[config.mk]
export PLATFORM = sky130hd
export DESIGN_NAME = double_ended_queue_unit_flat
export DESIGN_NICKNAME = d
export VERILOG_FILES = /design/src/sv/deq_pkg.sv /design/src/sv/deq_if.sv /design/src/sv/double_ended_queue_unit.sv /design/src/sv/deq_ring_mem.sv /design/src/sv/deq_ctrl.sv /design/src/flat_wrapper.sv
export SDC_FILE = /design/constraint.sdc
export NUM_CORES = 1
export LEC_CHECK = 0
export BUFFER_PORTS_ARGS = -buffer_cell sky130_fd_sc_hd__buf_2
export CAP_MARGIN = 20
export CORE_MARGIN = 5
export CORE_UTILIZATION = 25
export CTS_CLUSTER_DIAMETER = 50
export DETAILED_ROUTE_END_ITERATION = 12
export PLACE_DENSITY = 0.38
export SETUP_SLACK_MARGIN = 0.15
export SYNTH_ARGS = -nofsm -noshare
export SYNTH_HDL_FRONTEND = slang
export SYNTH_SLANG_ARGS = --single-unit
[constraint.sdc]
create_clock -name clk -period 6.4 [get_ports clk]
set_clock_uncertainty 0.15 [all_clocks]
set_input_delay 1.28 -clock clk [delete_from_list [all_inputs] [get_ports clk]]
set_output_delay 1.28 -clock clk [all_outputs]
set_load 0.05 [all_outputs]
[src/sv/deq_pkg.sv]
package deq_pkg;

	localparam int unsigned DEPTH_DEF = 16;

	localparam int unsigned WORD_W   = 32;
	localparam int unsigned REQ_W    = 2;
	localparam int unsigned STATUS_W = 2;
	localparam int unsigned ICOUNT_W = 5;

	typedef logic [REQ_W-1:0]    req_type_t;
	typedef logic [STATUS_W-1:0] status_t;
	typedef logic signed [WORD_W-1:0] word_t;

	localparam req_type_t REQ_PUSH_BACK  = 2'd0;
	localparam req_type_t REQ_PUSH_FRONT = 2'd1;
	localparam req_type_t REQ_POP_BACK   = 2'd2;
	localparam req_type_t REQ_POP_FRONT  = 2'd3;

	localparam status_t ST_OK        = 2'd0;
	localparam status_t ST_OVERFLOW  = 2'd1;
	localparam status_t ST_UNDERFLOW = 2'd2;

	// per-beat result bookkeeping handed from the pointer logic to the output stage
	typedef struct packed {
		logic                  pop_ok;
		logic                  is_empty;
		status_t               status;
		logic [ICOUNT_W-1:0]   item_count;
	} deq_meta_t;

endpackage

[src/sv/deq_if.sv]
interface deq_req_if
	import deq_pkg::*;
();
	logic      valid;
	logic      ready;
	req_type_t req_type;
	word_t     push_value;

	modport source (output valid, output req_type, output push_value, input ready);
	modport sink (input valid, input req_type, input push_value, output ready);
endinterface

interface deq_rsp_if
	import deq_pkg::*;
();
	logic                valid;
	logic                ready;
	word_t               pop_value;
	logic                is_empty;
	status_t             status;
	logic [ICOUNT_W-1:0] item_count;

	modport source (output valid, output pop_value, output is_empty, output status,
		output item_count, input ready);
	modport sink (input valid, input pop_value, input is_empty, input status,
		input item_count, output ready);
endinterface

[src/sv/double_ended_queue_unit.sv]
// Deque of signed 32-bit words in a DEPTH-entry ring memory.
// A result beat appears in the cycle after its request beat is taken.
// Throughput: one request per cycle unless the output stalls; pointers update
// at acceptance; the single memory port serves each request's one write or read.
// Reset: arst_n clears front pointer, fill count and output valid; the
// memory is not cleared, no entry is read before it is written.
module double_ended_queue_unit
	import deq_pkg::*;
#(
	parameter int unsigned DEPTH = DEPTH_DEF
) (
	input  logic      clk,
	input  logic      arst_n,
	deq_req_if.sink   req,
	deq_rsp_if.source rsp
);

	localparam int unsigned AW = (DEPTH > 1) ? $clog2(DEPTH) : 1;

	logic          accept;
	logic          wr_en, rd_en;
	logic [AW-1:0] addr;
	deq_meta_t     meta;
	deq_meta_t     meta_s1;
	logic          out_valid_q;
	word_t         rd_data;

	// read data is only refreshed on a new beat, so it holds while the output stalls
	assign req.ready = !out_valid_q || rsp.ready;
	assign accept    = req.valid && req.ready;

	deq_ctrl #(.DEPTH(DEPTH)) u_ctrl (
		.clk      (clk),
		.arst_n   (arst_n),
		.accept   (accept),
		.req_type (req.req_type),
		.wr_en    (wr_en),
		.rd_en    (rd_en),
		.addr     (addr),
		.meta     (meta)
	);

	deq_ring_mem #(.DEPTH(DEPTH)) u_mem (
		.clk     (clk),
		.wr_en   (wr_en),
		.rd_en   (rd_en),
		.addr    (addr),
		.wr_data (req.push_value),
		.rd_data (rd_data)
	);

	always_ff @(posedge clk or negedge arst_n) begin
		if (!arst_n) begin
			out_valid_q <= 1'b0;
		end else if (accept) begin
			out_valid_q <= 1'b1;
		end else if (rsp.ready) begin
			out_valid_q <= 1'b0;
		end
	end

	always_ff @(posedge clk) begin
		if (accept) begin
			meta_s1 <= meta;
		end
	end

	assign rsp.valid      = out_valid_q;
	assign rsp.pop_value  = meta_s1.pop_ok ? rd_data : '0;
	assign rsp.is_empty   = meta_s1.is_empty;
	assign rsp.status     = meta_s1.status;
	assign rsp.item_count = meta_s1.item_count;

endmodule

[src/sv/deq_ring_mem.sv]
module deq_ring_mem
	import deq_pkg::*;
#(
	parameter int unsigned DEPTH = DEPTH_DEF,
	localparam int unsigned AW = (DEPTH > 1) ? $clog2(DEPTH) : 1
) (
	input  logic          clk,
	input  logic          wr_en,
	input  logic          rd_en,
	input  logic [AW-1:0] addr,
	input  word_t         wr_data,
	output word_t         rd_data
);

	word_t mem [DEPTH];
	word_t rd_data_q;

	always_ff @(posedge clk) begin
		if (wr_en) begin
			mem[addr] <= wr_data;
		end
		if (rd_en) begin
			rd_data_q <= mem[addr];
		end
	end

	assign rd_data = rd_data_q;

endmodule

[src/sv/deq_ctrl.sv]
module deq_ctrl
	import deq_pkg::*;
#(
	parameter int unsigned DEPTH = DEPTH_DEF,
	localparam int unsigned AW = (DEPTH > 1) ? $clog2(DEPTH) : 1,
	localparam int unsigned CW = $clog2(DEPTH + 1)
) (
	input  logic          clk,
	input  logic          arst_n,
	input  logic          accept,
	input  req_type_t     req_type,
	output logic          wr_en,
	output logic          rd_en,
	output logic [AW-1:0] addr,
	output deq_meta_t     meta
);

	localparam logic [AW:0]   DEPTH_X = (AW+1)'(DEPTH);
	localparam logic [AW-1:0] LAST    = AW'(DEPTH - 1);

	logic [AW-1:0] front_q;
	logic [CW-1:0] count_q;

	logic          is_push, is_full, is_zero;
	logic [AW:0]   back_sum, tail_sum;
	logic [AW-1:0] back_slot, tail_slot, front_dec, front_inc;
	logic [AW-1:0] front_d;
	logic [CW-1:0] count_d;
	logic          ok;

	assign is_push = (req_type == REQ_PUSH_BACK) || (req_type == REQ_PUSH_FRONT);
	assign is_full = (count_q == CW'(DEPTH));
	assign is_zero = (count_q == '0);

	// slot just past the back word, and the back word itself, wrapped once
	assign back_sum  = (AW+1)'(front_q) + (AW+1)'(count_q);
	assign tail_sum  = (AW+1)'(front_q) + (AW+1)'(count_q) - (AW+1)'(1);
	assign back_slot = (back_sum >= DEPTH_X) ? AW'(back_sum - DEPTH_X) : AW'(back_sum);
	assign tail_slot = (tail_sum >= DEPTH_X) ? AW'(tail_sum - DEPTH_X) : AW'(tail_sum);
	assign front_dec = (front_q == '0) ? LAST : AW'(front_q - AW'(1));
	assign front_inc = (front_q == LAST) ? '0 : AW'(front_q + AW'(1));

	always_comb begin
		addr    = front_q;
		front_d = front_q;
		count_d = count_q;
		ok      = is_push ? !is_full : !is_zero;
		case (req_type)
			REQ_PUSH_BACK: begin
				addr = back_slot;
				if (ok) count_d = CW'(count_q + CW'(1));
			end
			REQ_PUSH_FRONT: begin
				addr = front_dec;
				if (ok) begin
					front_d = front_dec;
					count_d = CW'(count_q + CW'(1));
				end
			end
			REQ_POP_BACK: begin
				addr = tail_slot;
				if (ok) count_d = CW'(count_q - CW'(1));
			end
			REQ_POP_FRONT: begin
				addr = front_q;
				if (ok) begin
					front_d = front_inc;
					count_d = CW'(count_q - CW'(1));
				end
			end
			default: begin
				addr = front_q;
			end
		endcase
	end

	assign wr_en = accept && is_push && ok;
	assign rd_en = accept && !is_push && ok;

	always_comb begin
		meta.pop_ok     = !is_push && ok;
		meta.is_empty   = (count_d == '0);
		meta.item_count = ICOUNT_W'(count_d);
		if (ok)           meta.status = ST_OK;
		else if (is_push) meta.status = ST_OVERFLOW;
		else              meta.status = ST_UNDERFLOW;
	end

	always_ff @(posedge clk or negedge arst_n) begin
		if (!arst_n) begin
			front_q <= '0;
			count_q <= '0;
		end else if (accept) begin
			front_q <= front_d;
			count_q <= count_d;
		end
	end

endmodule

[src/flat_wrapper.sv]
// flat-port wrapper written by rule: the top's interface ports become plain ports
module double_ended_queue_unit_flat import deq_pkg::*;
#(
	parameter int unsigned DEPTH = DEPTH_DEF
)
  (clk, arst_n, req_valid, req_req_type, req_push_value, req_ready, rsp_valid, rsp_pop_value, rsp_is_empty, rsp_status, rsp_item_count, rsp_ready);
  deq_req_if req_i ();
  deq_rsp_if rsp_i ();
  input  logic clk;
  input  logic arst_n;
  input wire logic [$bits(req_i.valid)-1:0] req_valid;
  input wire logic [$bits(req_i.req_type)-1:0] req_req_type;
  input wire logic [$bits(req_i.push_value)-1:0] req_push_value;
  output wire logic [$bits(req_i.ready)-1:0] req_ready;
  output wire logic [$bits(rsp_i.valid)-1:0] rsp_valid;
  output wire logic [$bits(rsp_i.pop_value)-1:0] rsp_pop_value;
  output wire logic [$bits(rsp_i.is_empty)-1:0] rsp_is_empty;
  output wire logic [$bits(rsp_i.status)-1:0] rsp_status;
  output wire logic [$bits(rsp_i.item_count)-1:0] rsp_item_count;
  input wire logic [$bits(rsp_i.ready)-1:0] rsp_ready;
  assign req_i.valid = req_valid;
  assign req_i.req_type = req_req_type;
  assign req_i.push_value = req_push_value;
  assign req_ready = req_i.ready;
  assign rsp_valid = rsp_i.valid;
  assign rsp_pop_value = rsp_i.pop_value;
  assign rsp_is_empty = rsp_i.is_empty;
  assign rsp_status = rsp_i.status;
  assign rsp_item_count = rsp_i.item_count;
  assign rsp_i.ready = rsp_ready;
  double_ended_queue_unit #(.DEPTH(DEPTH)) u_core (.clk(clk), .arst_n(arst_n), .req(req_i), .rsp(rsp_i));
endmodule
Word level (Yosys, flattened, before mapping). Memory sizes are Yosys's and may differ from the RTL's. A register that Yosys moved wholly into a read port is not among the register bits. Cells that the tools add are included.

Register bits after elaboration: 19. Memory bits (writable): 512. Bits of input ports: 38. Output and inout bits: 42. Word-level logic and storage cells: 64. Memories: 1.

Memories: u_core.u_mem.mem (depth 16, width 32, rd ports 1, clocked after Yosys merged registers in 1, write ports 1, line deq_ring_mem.sv:15) `word_t mem [DEPTH];`.

Add/sub/neg operators: 8. Magnitude comparators: 2. Eq/ne operators: 7. Multiplexer cells: 18. Reduce and logical (&&, ||, !) cells: 21.

Operators by type and width (number): 32-bit 2-to-1 mux (1); 4-bit 2-to-1 mux (6); 4-bit case mux with 4 select lines (1); 4-bit by 1-bit subtractor with 4-bit output, second input constant (3); 5-bit >= comparator, second input constant (2); 5-bit logical NOT (2); 5-bit 2-to-1 mux (2); 5-bit case mux with 2 select lines (1); 5-bit by 1-bit subtractor with 5-bit output, second input constant (2); 4-bit case mux with 2 select lines (1); 1-bit logical AND (6); 4-bit by 5-bit adder with 5-bit output (1); 5-bit by 1-bit adder with 5-bit output, second input constant (1); 5-bit == test, second input constant (1); 1-bit 2-to-1 mux (5); 4-bit by 1-bit adder with 4-bit output, second input constant (1); 2-bit == test, second input constant (2); 4-bit == test, second input constant (1); 1-bit logical NOT (4); 4-bit logical NOT (1); 2-bit inequality test, second input constant (2); 4-bit AND reduction (1); 2-bit nonzero test (2); 2-bit OR reduction (2); other kinds (4) (5).

Depth between registers and ports, before layout.
Depth in word-level cells: 7. Mapped depth: 15. Gate-level depth less buffers: 11.

Cells and area by module. A second synthesis with hierarchy kept.

Cells, all modules: 1025. Area, all modules: 21912.3 um2.

By module, submodules not included: deq_ring_mem (instances 1, cells an instance 840, area an instance 20183.1 um2, seq. area each 16335.7 um2); deq_ctrl (instances 1, cells an instance 130, area an instance 1107.3 um2, seq. area each 225.2 um2); double_ended_queue_unit (instances 1, cells an instance 55, area an instance 621.8 um2, seq. area each 295.3 um2).

Least setup slack after synthesis. Ideal clock, no wire load.

Path kind: input -> register. Start: in req_req_type[0]. End: mem u_core.u_mem.mem[0][0] (netlist name) (enable). Library setup time: 0.421 ns. Arrival: 4.142 ns. Required time: 5.829 ns. Setup slack: 1.686 ns. Cell stages on the path: 9. Path buffers: 4. Path through: buf_2 > or2_2 > and2_1 > o31a_1 > buf_4 > buf_4 > buf_2 > nand2b_1 > nor2_1.

Word-level cells in the longest chain between the ends: 6. Elaborated cells on any way between the ends: 11. Those cells by class: eq/ne: 3; mux: 4; reduce/logical: 4.

RTL lines: start: declaration (line flat_wrapper.sv:12) `input wire logic [$bits(req_i.req_type)-1:0] req_req_type;`; 2-bit by 1-bit == test with 1-bit output or 2-bit logical NOT (tied branches) (line deq_ctrl.sv:31, deq_ctrl.sv:48); 1-bit logical OR (line deq_ctrl.sv:31) `assign is_push = (req_type == REQ_PUSH_BACK) || (req_type == REQ_PUSH_FRONT);`; 1-bit 2-to-1 mux or 1-bit logical AND (tied branches) (line deq_ctrl.sv:47, deq_ctrl.sv:77); 1-bit logical AND (line deq_ctrl.sv:77) `assign wr_en = accept && is_push && ok;`; 1-bit 2-to-1 mux (line deq_ring_mem.sv:19) `if (wr_en) begin`; 1-bit 2-to-1 mux (implied by the code) (line deq_ring_mem.sv:20) `mem[addr] <= wr_data;`; end: declaration (line deq_ring_mem.sv:15).

Several ways; a longest one is shown, not always the timed one.

Worst setup path in the final report.
Start: reg u_core.u_ctrl.front_q[0]. End: mem u_core.u_mem.mem[3][24] (netlist name) (enable).

Word-level cells in the longest chain between the ends: 5. Elaborated cells on any way between the ends: 12. Those cells by class: add/sub: 5; order compare: 2; mux: 4; reduce/logical: 1.

RTL lines: start: declaration (line deq_ctrl.sv:21) `logic [AW-1:0] front_q;`; start signal: assignment (line deq_ctrl.sv:94) `front_q <= front_d;`; 4-bit by 5-bit adder with 5-bit output (line deq_ctrl.sv:36, deq_ctrl.sv:37); 5-bit by 1-bit subtractor with 5-bit output (line deq_ctrl.sv:37) `assign tail_sum = (AW+1)'(front_q) + (AW+1)'(count_q) - (AW+1)'(1);`; 4-bit by 1-bit subtractor with 4-bit output or 5-bit >= comparator (tied branches) (line deq_ctrl.sv:39) `assign tail_slot = (tail_sum >= DEPTH_X) ? AW'(tail_sum - DEPTH_X) : AW'(tail_sum);`; 4-bit 2-to-1 mux (line deq_ctrl.sv:39); 4-bit case mux with 4 select lines (*) (line deq_ctrl.sv:48) `case (req_type)`.

Mark *: on every way between the ends. The rest lies on a longest branch, timed or not.

==> results by group <==
Detailed routing
  – Average via count per standard cell: between 4 and 5
  – Residual DRC count: 0
  – Routed length on met1: between 30,000 and 40,000 µm
  – DRT antenna net count: 0
  – Met3 routed WL: 3001 µm
  – Detailed-routed wire length on met2: around 32,000 µm
  – Per-cell routed wire length: between 20 and 25 µm
  – DRC marker count from the first detailed-route iteration: 978
  – Routed Wire Length: 66,550 µm
  – Vias post-DR: 12.98k
  – Highest metal layer used by the detailed router: met4
  – Count of TritonRoute iterations in the first routing pass: 5

Floorplanning
  – Placeable core area: about 0.088 mm²
  – Site Rows: ~110
  – Top-Level Pins: 80
  – Initial core utilization: 0.2517
  – Floorplan die width: 308.3 µm
  – Die height: between 300 and 400 µm
  – Total die area: 0.09505 mm²

Timing
  – Crit share post-route: 0.7311
  – Max-slew violations: 0
  – Setup total negative slack: 0 ps
  – Count of endpoints failing setup in the final report: 0
  – Final-report hold violation count: 0
  – Minimum clock period after layout: 4679 ps
  – RSZ-0062 raised after global routing: false
  – Worst Tran Pin Value: ~1000 ps
  – Highest attainable clock frequency: 213.7 MHz
  – Max_slew headroom: 0.3144

Clock tree
  – Inserted Clock Buffers: 77
  – # Post-CTS Setup Buffers: 0
  – Hold-fix buffers at CTS: 0
  – H-tree depth: 3
  – Number of cells upsized or downsized after cts: 0
  – Clock tree sinks: ~560
  – Maximum clock insertion buffer count: 3
  – Clk pin slew, worst setup/hold paths: around 50 ps
  – Skew-Pair Late Insertion Delay: approximately 630 ps
  – Root buffer cell: sky130_fd_sc_hd__clkbuf_16
  – Clock tree from TritonCTS: built

Worst setup path
  – Reg-to-reg critical path endpoint: u_core.u_mem.mem[3][24]
  – CP endpoint kind: flip-flop
  – CP max FO: between 40 and 50
  – Reg-to-reg critical path startpoint: u_core.u_ctrl.front_q[0]
  – Crit start category: flip-flop
  – Setup slack of the worst register-to-register path: about 1700 ps
  – Required time of the critical path: between 6000 and 7000 ps
  – Type of the worst setup path: flip-flop to flip-flop
  – Critical Path AT: about 4800 ps
  – Reg2Reg Depth: 11

Yosys
  – EDFF count, synth: ~550
  – Synth Register Bits: roughly 560
  – Share of synthesized registers carrying an async set or reset: 0.01776
  – Synthesized Nets: 1,399
  – Share of synthesized area occupied by flip-flops and latches: 0.7577
  – Synthesis warning total: 0
  – Syn avg cell area: 16.47 µm²
  – Unique cell type count in the Yosys netlist: 56
  – Netlist area before placement: about 0.022 mm²
  – Cells after synthesis: 1,351
  – Ys flop type: sky130_fd_sc_hd__edfxtp_1

Pwr
  – Lkg Pwr: 8.182 nW
  – Post-layout power: between 0.01 and 0.015 W
  – Largest vdd supply drop: approximately 0.00042 V
  – Power density cells: between 500 and 600 mW/mm²

Job
  – Max_cap viols: 0

Worst hold path
  – Hold Crit Start: u_core.rsp.valid
  – Path category of the worst min-delay check: flip-flop to flip-flop
  – Worst Hold Depth: 2
  – Hold Path End: u_core.rsp.valid

Global routing
  – Largest net degree at the start of global routing: between 150 and 200
  – Vias in the first global route: roughly 13k
  – Residual overflow from global routing: 0
  – Total global routing track utilization: 0.1375
  – Global-route wire length before repair: around 96,000 µm
  – Antenna violations before repair: 3

Run status
  – Outcome: completed

Cells and area
  – Synth-to-Final Area Change: 20.11%
  – Fraction of layout instances using a drive strength above 1: 0.2052
  – Net count reported at finish: about 1.5k

Placement
  – HPWL after detailed placement: 36,820 µm
  – I/O Buffers: 79
  – Gp weighted congestion: a little over 0.7
worst max path at each step:
| stage | from | end | slack (ps) | depth (start not counted) |
|---|---|---|---|---|
| floorplan | req_req_type[0] | u_core.u_mem.mem[0][0] | 1690 | 9 |
| global placement | req_req_type[1] | u_core.u_mem.mem[3][22] | 1430 | 9 |
| detailed placement | req_req_type[1] | u_core.u_mem.mem[3][24] | 1440 | 9 |
| CTS | u_core.u_ctrl.front_q[0] | u_core.u_mem.mem[3][24] | 1650 | 11 |
| global route | u_core.u_ctrl.front_q[0] | u_core.u_mem.mem[3][24] | 1470 | 11 |
| finish | u_core.u_ctrl.front_q[0] | u_core.u_mem.mem[3][24] | 1720 | 11 |
cell usage in the layout (no fill, tap or decap), drive strengths merged, types with 2 or more instances in the layout:
master    synthesis  layout
clkinvlp          0       7
nor2             53      53
edfxtp          553     553
inv               8      18
dfrtp            10      10
ha                9       9
nand2b            9       9
and3              2       2
or2               6       6
nor3b             3       3
and2             35      35
buf              57     129
xor2              2       2
bufinv            0       7
nand3             4       4
mux2i             4       4
o221ai           62      62
nor3              4       4
o2111ai           3       3
nand2            28      28
a211oi          130     130
a211o            31      31
o22ai            98      98
a22o             31      31
xnor2             8       8
nand3b            2       2
a2111oi          33      33
o21ai            43      43
a21oi            10      10
and3b             2       2
nor4             32      32
clkinv            2      27
a31oi             4       4
clkbuf           55      89
o31a              2       2
report_power, final:
part	switching, W	total, W	internal, W
Combinational	0.00397	0.00599	0.00202
Sequential	0.000168	0.00471	0.00454
Clock	0.00166	0.00422	0.00255
cell type report:
class / instances / area [µm²]
sequential: 563 / 16860
tap: 1165 / 1458
timing repair buffer: 129 / 870.8
multi-input combinational: 666 / 4956
inverter: 10 / 37.54
clock buffer: 89 / 1993
fill: 8724 / 61650
clock inverter: 49 / 546.8
antenna: 1 / 2.502
cell usage after synthesis (10+ instances only):
library cell / count / area, µm²
sky130_fd_sc_hd__buf_4: 15 / 112.6
sky130_fd_sc_hd__dfrtp_1: 10 / 250.2
sky130_fd_sc_hd__a211oi_1: 130 / 975.9
sky130_fd_sc_hd__a21oi_1: 10 / 50.05
sky130_fd_sc_hd__o21ai_0: 32 / 160.2
sky130_fd_sc_hd__buf_2: 37 / 185.2
sky130_fd_sc_hd__nand2_1: 28 / 105.1
sky130_fd_sc_hd__clkbuf_1: 55 / 206.5
sky130_fd_sc_hd__o21ai_1: 11 / 55.05
sky130_fd_sc_hd__edfxtp_1: 553 / 16610
sky130_fd_sc_hd__nor2_1: 53 / 198.9
sky130_fd_sc_hd__a2111oi_2: 26 / 390.4
sky130_fd_sc_hd__and2_1: 35 / 219.0
sky130_fd_sc_hd__a211o_1: 31 / 271.5
sky130_fd_sc_hd__nor4_1: 32 / 200.2
sky130_fd_sc_hd__o221ai_1: 62 / 543.0
sky130_fd_sc_hd__o22ai_1: 98 / 613.1
sky130_fd_sc_hd__a22o_1: 31 / 271.5
per-layer routing:
metal,vias to the layer above,global-route usage
li1,5868,-
met1,6739,0.1891
met2,304,0.2296
met3,70,0.02396
met4,0,0.02972
met5,-,0
metrics by stage:
| stage | util | setup slack (ps) | instance area (µm²) | instances | hold WS, ps |
|---|---|---|---|---|---|
| after floorplan | - | 1686 | 22250 | 1351 | 381.5 |
| after global placement | 0.2736 | 1430 | 24180 | 2533 | 362.2 |
| after detailed placement | 0.2736 | 1440 | 24180 | 2533 | 384.3 |
| after CTS | 0.3023 | 1651 | 26720 | 2671 | 372.2 |
| after global routing | 0.3023 | 1465 | 26720 | 2671 | 402.0 |
| final | 0.3024 | 1721 | 26720 | 2672 | 381.1 |
critical path, stage by stage, from the launching register on:
cell and delay, ps:
sky130_fd_sc_hd__dfrtp_1 540, sky130_fd_sc_hd__ha_1 310, sky130_fd_sc_hd__fa_1 380, sky130_fd_sc_hd__xnor2_1 250
sky130_fd_sc_hd__nand4_1 160, sky130_fd_sc_hd__xnor2_1 180, sky130_fd_sc_hd__xnor2_1 230, sky130_fd_sc_hd__o21a_4 390
sky130_fd_sc_hd__buf_4 620, sky130_fd_sc_hd__nand2_1 360, sky130_fd_sc_hd__nor2_4 500, sky130_fd_sc_hd__buf_12 270
registers in the layout, summed over array words and instances (netlist names):
| signal | cells |
|---|---|
| u_core.rsp.item_count | 5 |
| u_core.u_mem.mem | 512 |
| u_core.u_ctrl.count_q | 5 |
| u_core.rsp.is_empty | 1 |
| u_core.u_mem.rd_data | 32 |
| u_core.rsp.status | 2 |
| u_core.rsp.valid | 1 |
| u_core.meta_s1 | 1 |
| u_core.u_ctrl.front_q | 4 |
cell families after synthesis:
logic type                 count (synthesis)  share of synthesized area
and+or+nand+nor                          185                    0.04325
DFF                                      563                     0.7577
adders and majority gates                 10                   0.005962
buffers and inverters                    122                    0.02621
muxes                                      5                   0.002306
xor gates and xnor gates                  10                   0.003937
AOI/OAI and AO/OA                        456                     0.1606
(Power assumes the default switching activity.)
